[src/rtl/swm_pkg.sv]
`timescale 1ns / 1ps
`default_nettype none
// ----------------------------------------------------------------------------
// swm_pkg
// Shared constants and types for the sliding window maximum unit.
// ----------------------------------------------------------------------------
package swm_pkg;

	localparam int MAX_WINDOW = 64;
	localparam int SAMPLE_W   = 32;
	localparam int WIN_CFG_W  = 7;
	localparam int CNT_W      = $clog2(MAX_WINDOW + 1);
	localparam int IDX_W      = $clog2(MAX_WINDOW);

	typedef logic signed [SAMPLE_W-1:0] sample_t;
	typedef logic [CNT_W-1:0]           count_t;
	typedef logic [IDX_W-1:0]           index_t;

	// control handed from the sequencer to one cell
	typedef struct packed {
		logic advance;   // a sample transfer happens this cycle
		logic restart;   // cell takes the sample alone (no history)
	} cell_ctrl_t;

endpackage : swm_pkg
`default_nettype wire

[src/rtl/swm_cell.sv]
`timescale 1ns / 1ps
`default_nettype none
// ----------------------------------------------------------------------------
// swm_cell
// One cell of the max chain: holds the maximum of the last (index + 1)
// samples, built from its left neighbor and the new sample.
// ----------------------------------------------------------------------------
module swm_cell
	import swm_pkg::*;
(
	input  wire        clk,
	input  cell_ctrl_t ctrl,
	input  sample_t    sample,
	input  sample_t    prev_max,
	output sample_t    cell_max
);

	sample_t max_q;

	always_ff @(posedge clk) begin
		if (ctrl.advance) begin
			if (ctrl.restart || sample >= prev_max) begin
				max_q <= sample;
			end else begin
				max_q <= prev_max;
			end
		end
	end

	assign cell_max = max_q;

endmodule : swm_cell
`default_nettype wire

[config.mk]
export PLATFORM = sky130hd
export DESIGN_NAME = swm_cell
export DESIGN_NICKNAME = d
export VERILOG_FILES = /design/src/rtl/swm_pkg.sv /design/src/rtl/swm_cell.sv
export SDC_FILE = /design/constraint.sdc
export NUM_CORES = 1
export LEC_CHECK = 0
export BUFFER_PORTS_ARGS = -buffer_cell sky130_fd_sc_hd__buf_2
export CAP_MARGIN = 40
export CORE_ASPECT_RATIO = 0.8
export CORE_MARGIN = 2
export CORE_UTILIZATION = 45
export DETAILED_ROUTE_END_ITERATION = 16
export PLACE_DENSITY = 0.7
export SYNTH_ARGS = -nofsm -noshare
export SYNTH_HDL_FRONTEND = slang
export SYNTH_SLANG_ARGS = --single-unit
[constraint.sdc]
create_clock -name clk -period 2.6 [get_ports clk]
set_clock_uncertainty 0.1 [all_clocks]
set_input_delay 0.26 -clock clk [delete_from_list [all_inputs] [get_ports clk]]
set_output_delay 0.26 -clock clk [all_outputs]
set_load 0.05 [all_outputs]
==> reports/metrics.csv, run 1 <==
metric,value,unit
outcome,completed,
path_class,in -> reg,
crit_arrival,2380,ps
ant_nets,0,
synthFlopType,edfxtp_1,
via_per_inst,6.45,
synth_area,3680,um^2
cp-start-kind,primary input,
area_growth,24.5,%
async_reset_ff_share,0,%
max-slew-margin-rel,47.3,%
grtUsageTotal,25.7,%
final_common_cell,buf_2,
crit_fanout,30,
syn-num-nets,554,
fill_cells,707,
crit_start,prev_max[7],
final_cell_mix,"buf_2 (98), nand3_1 (67), buf_4 (39)",
setup_viol,0,
synthCells,455,
dieArea,8930,um^2
critPathTopFamily,compound AO/OA/AOI/OAI gates,
drtIter0Drc,344,
vdd.ir_drop.worst,0.263,mV
synth_edf_count,32,
cts.sinks,32,
via_count,4288,
rsz0062_at_grt,false,
postCtsSetupBuffers,0,
final_util,57.7,%
worstHoldStart,sample[24],
root_buffer,clkbuf_8,
grt_pass1_wl,18800,um
dp.cells,657,
num_io_pins,99,
seqCellArea,961,um^2
grt_pass1_vias,3876,
fp-row-count,29,
wl,11600,um
syn_avg_cell_area,8.09,um^2
post-route-cell-area,4580,um^2
synth-seq-cells,32,
gp_congestion,0.855,
die_x,105,um
fin_nets,655,
final_hold_viol_count,0,
antennaDiodeCount,0,
crit_path_top_delay_cell,a221o_1,
maxCapViolations,0,
multi_input_area,2360,um^2
yosys_warnings,0,
clock_path_buffers,2,
fmaxAchievable,410,MHz
drive_gt1_share,28.4,%
crit_buf_inv,3,
required,2540,ps
synth_seq_area_share,26.1,%
wl_per_cell,17.5,um
drv_slew,0,
hpwl,7900,um
port_buffers,98,
cts_made_buffers,5,
die_y,84.9,um
antenna_found_initial,0,
stdcell_count,665,
p_leak,1.97,nW
core,7950,um^2
synth_cell_types,34,
finalCritPeriodShare,93.9,%
grt_max_degree,96,
clkTransAtPathRegs,70,ps
htree_levels,2,
endpoint_kind,register,
hold_class,in -> reg,
floorplan.initialDensity,46.3,%
drcViolationCount,0,
fin_crit,2440,ps
largest_register_ffs,32,
place_area,4500,um^2
dr.pass1.iters,5,
grt_overflow_total,0,
tightest_slew,791,ps
power_density,448,nW/um^2
cp_cell_sequence,buf_2 > inv_1 > ha_1 > a21oi_1 > o21ai_0 > a221o_1 > o31ai_4 > buf_12 > a2bb2oi_1 > nand3_1,
cts_tree,done,
slowest_delay,390,ps
-- cells in the mapped netlist, types with 4 or more instances --
master      n  share of area [%]
buf_2       9                1.2
clkbuf_1   30                3.1
ha_1       32                 11
nand2_1    38                3.9
a22oi_1    32                6.5
a2bb2oi_1  33                7.8
a21oi_1    14                1.9
nor3_1     32                4.3
a31oi_1    32                5.4
buf_4       4               0.82
nand3_1    67                9.1
o2111ai_1  32                7.6
nand4_1     7                1.2
edfxtp_1   32                 26
inv_1      32                3.3
buf_6       6                1.8
-- stage by stage --
| step | worst slack, ps | power [mW] | setup TNS [ps] | hold WS [ps] |
|---|---|---|---|---|
| after CTS | 144 | 2.05 | 0 | 209 |
| after global placement | -96.0 | 1.63 | -1720 | 521 |
| after global routing | 47.9 | 2.16 | 0 | 221 |
| final | 160 | 2.05 | 0 | 215 |
| after floorplan | 187 | 1.35 | 0 | 272 |
| after detailed placement | -168 | 1.65 | -3080 | 521 |
-- metal layers --
metal / track usage, % / up-vias / routed length [um]
met3: 6.14 / 14 / 1230
met2: 39.5 / 271 / 5300
met5: 0 / - / 0
li1: - / 2006 / -
met4: 7.03 / 0 / 91
met1: 36.2 / 1997 / 5000
-- power by group --
part	leakage, nW	switching [mW]	internal, mW	total (mW)
Combinational	1.61	0.656	0.325	0.980
Sequential	0.313	0.0161	0.657	0.673
Clock	0.0399	0.212	0.187	0.399
-- kinds of logic (layout without fill, tap and decap cells) --
family	after synthesis	after routing	synth area share [%]
DFF	32	32	26.1
adders and majority gates	32	32	10.9
and+or+nand+nor	153	153	20.3
buffers and inverters	84	186	10.5
AOI/OAI and AO/OA	154	154	32.2
-- final cells by class --
| class | count | share of cell area (%) |
|---|---|---|
| multi-input combinational | 339 | 51.4 |
| sequential | 32 | 21.0 |
| timing repair buffer | 144 | 20.1 |
| tap | 108 | 2.95 |
| inverter | 34 | 2.78 |
| clock buffer | 7 | 1.66 |
| clock inverter | 1 | 0.0819 |
-- final timing paths --
kind,endpoint,slack [ps],cells after the start
worst min-delay path,cell_max[24]$_DFFE_PP_,220,3
worst max-delay path,cell_max[29]$_DFFE_PP_,160,10
-- timing repair --
action / CTS / global route
endpoints found under the setup margin: 0 / 3
gates resized for setup: 0 / 2
hold buffers: 0 / 0
Power figures use the tool's default switching activity.
==> run 2: changes to the inputs <==
--- a/config.mk
+++ b/config.mk
@@ -5,13 +5,14 @@
 export SDC_FILE = /design/constraint.sdc
 export NUM_CORES = 1
 export LEC_CHECK = 0
-export BUFFER_PORTS_ARGS = -buffer_cell sky130_fd_sc_hd__buf_2
 export CAP_MARGIN = 40
 export CORE_ASPECT_RATIO = 0.8
 export CORE_MARGIN = 2
 export CORE_UTILIZATION = 45
 export DETAILED_ROUTE_END_ITERATION = 16
-export PLACE_DENSITY = 0.7
+export DONT_BUFFER_PORTS = 1
+export PLACE_DENSITY = 0.59
+export REMOVE_ABC_BUFFERS = 1
 export SYNTH_ARGS = -nofsm -noshare
 export SYNTH_HDL_FRONTEND = slang
 export SYNTH_SLANG_ARGS = --single-unit
==> run 2 against run 1 <==
Combinational power decreased by 42%. Critical path depth unchanged. Highest routed layer unchanged. Via count decreased by 13%. Sequential share of layout area increased by 3.4 points. Hold slack got worse by 130 ps. Fmax increased by 5.2%.
==> reports/metrics.csv, run 2 (same netlist as run 1, synthesis figures left out) <==
metric,value,unit,change
ant_nets,0,,unchanged
final_util,49.7,%,was 57.7%
cts_made_buffers,5,,unchanged
dieArea,8930,um^2,unchanged
final_hold_viol_count,0,,unchanged
power_switching,0.807,mW,was 0.884 mW
hold_class,in -> reg,,unchanged
grt_max_degree,96,,unchanged
whs,84.7,ps,was 215 ps
max-slew-margin-rel,47.2,%,was 47.3%
cp-start-kind,primary input,,unchanged
hpwl,7500,um,was 7900 um
drtIter0Drc,288,,was 344
finalPower,1.88,mW,was 2.05 mW
via_count,3717,,was 4288
outcome,completed,,unchanged
internal_power,1.07,mW,was 1.17 mW
power_density,475,nW/um^2,was 448 nW/um^2
finalWorstSetupSlack,281,ps,was 160 ps
setup_viol,0,,unchanged
final_cell_mix,"nand3_1 (67), nand2_1 (38)",,"was buf_2 (98), nand3_1 (67), buf_4 (39)"
core,7950,um^2,unchanged
fp-row-count,29,,unchanged
crit_arrival,2250,ps,was 2380 ps
crit_fanout,40,,was 30
clkTransAtPathRegs,70,ps,about the same
fill_cells,747,,was 707
grt_overflow_total,0,,unchanged
maxCapViolations,0,,unchanged
via_per_inst,6.81,,was 6.45
dp.cells,540,,was 657
post-route-cell-area,3950,um^2,was 4580 um^2
drv_slew,0,,unchanged
cts.sinks,32,,unchanged
grt_pass1_vias,3658,,was 3876
largest_register_ffs,32,,unchanged
drcViolationCount,0,,unchanged
htree_levels,2,,unchanged
power_frac_clock,20.1,%,was 19.4%
pwr-share-seq,49.4,%,was 32.8%
dr.pass1.iters,5,,unchanged
wl,11400,um,was 11600 um
antennaDiodeCount,0,,unchanged
antenna_found_initial,0,,unchanged
final_common_cell,nand3_1,,was buf_2
grt_pass1_wl,18300,um,was 18800 um
tightest_slew,773,ps,was 791 ps
wl_per_cell,20.9,um,was 17.5 um
finalCritPeriodShare,89.2,%,was 93.9%
required,2530,ps,was 2540 ps
fin_nets,539,,was 655
gp_congestion,0.785,,was 0.855
comb_power_share,30.5,%,was 47.8%
cts_tree,done,,unchanged
vdd.ir_drop.worst,0.230,mV,was 0.263 mV
rsz0062_at_grt,false,,unchanged
num_io_pins,99,,unchanged
fin_crit,2320,ps,was 2440 ps
floorplan.initialDensity,46.3,%,unchanged
p_leak,1.49,nW,was 1.97 nW
place_area,3860,um^2,was 4500 um^2
dp_slack,-19.1,ps,was -168 ps
die_y,84.9,um,unchanged
area_growth,7.34,%,was 24.5%
fin_tns_setup,0,ps,unchanged
multi_input_area,2350,um^2,was 2360 um^2
grtUsageTotal,25.4,%,was 25.7%
drive_gt1_share,9.13,%,was 28.4%
switching_share,43.0,%,was 43.1%
clock_path_buffers,2,,unchanged
endpoint_kind,register,,unchanged
root_buffer,clkbuf_8,,unchanged
die_x,105,um,unchanged
fmaxAchievable,431,MHz,was 410 MHz
path_class,in -> reg,,unchanged
seqCellArea,961,um^2,unchanged
port_buffers,0,,was 98
stdcell_count,546,,was 665
-- run 2: layer usage --
metal | GRT usage (%) | share of wire, %
met4 | 8.85 | 1.2
met5 | 0 | 0
met3 | 7.91 | 9.3
met1 | 31.9 | 43
met2 | 41.4 | 47
-- run 2: repair_timing --
action                    4_1_cts  5_1_grt
hold endpoints to repair       32        0
gates resized for setup         0        0
buffers inserted                0        0
hold buffers                    1        0
-- run 2: power groups by stage --
stage	Sequential, mW	Combinational, mW	Clock, mW
floorplan	0.928	0.388	0
CTS	0.929	0.571	0.385
global route	0.932	0.640	0.404
detailed placement	0.939	0.553	0
finish	0.927	0.573	0.377
global placement	0.938	0.541	0
-- run 2: critical path, cell delays in order --
cell,delay (ps)
inv_1,40
ha_1,340
buf_4,400
inv_2,100
a21oi_1,260
a211oi_4,90
and2_2,260
buf_12,180
a31oi_1,190
nand3_1,110
-- run 2: worst paths after layout --
check / startpoint / to / slack (ps) / cells after the start
setup / recovery: prev_max[31] / cell_max[1]$_DFFE_PP_ / 280 / 10
hold / removal: sample[31] / cell_max[31]$_DFFE_PP_ / 80 / 2
-- run 2: final cells by class --
| type | instances | area share [%] |
|---|---|---|
| sequential | 32 | 24.3 |
| clock buffer | 5 | 1.74 |
| tap | 108 | 3.42 |
| timing repair buffer | 28 | 7.85 |
| multi-input combinational | 339 | 59.4 |
| inverter | 34 | 3.23 |
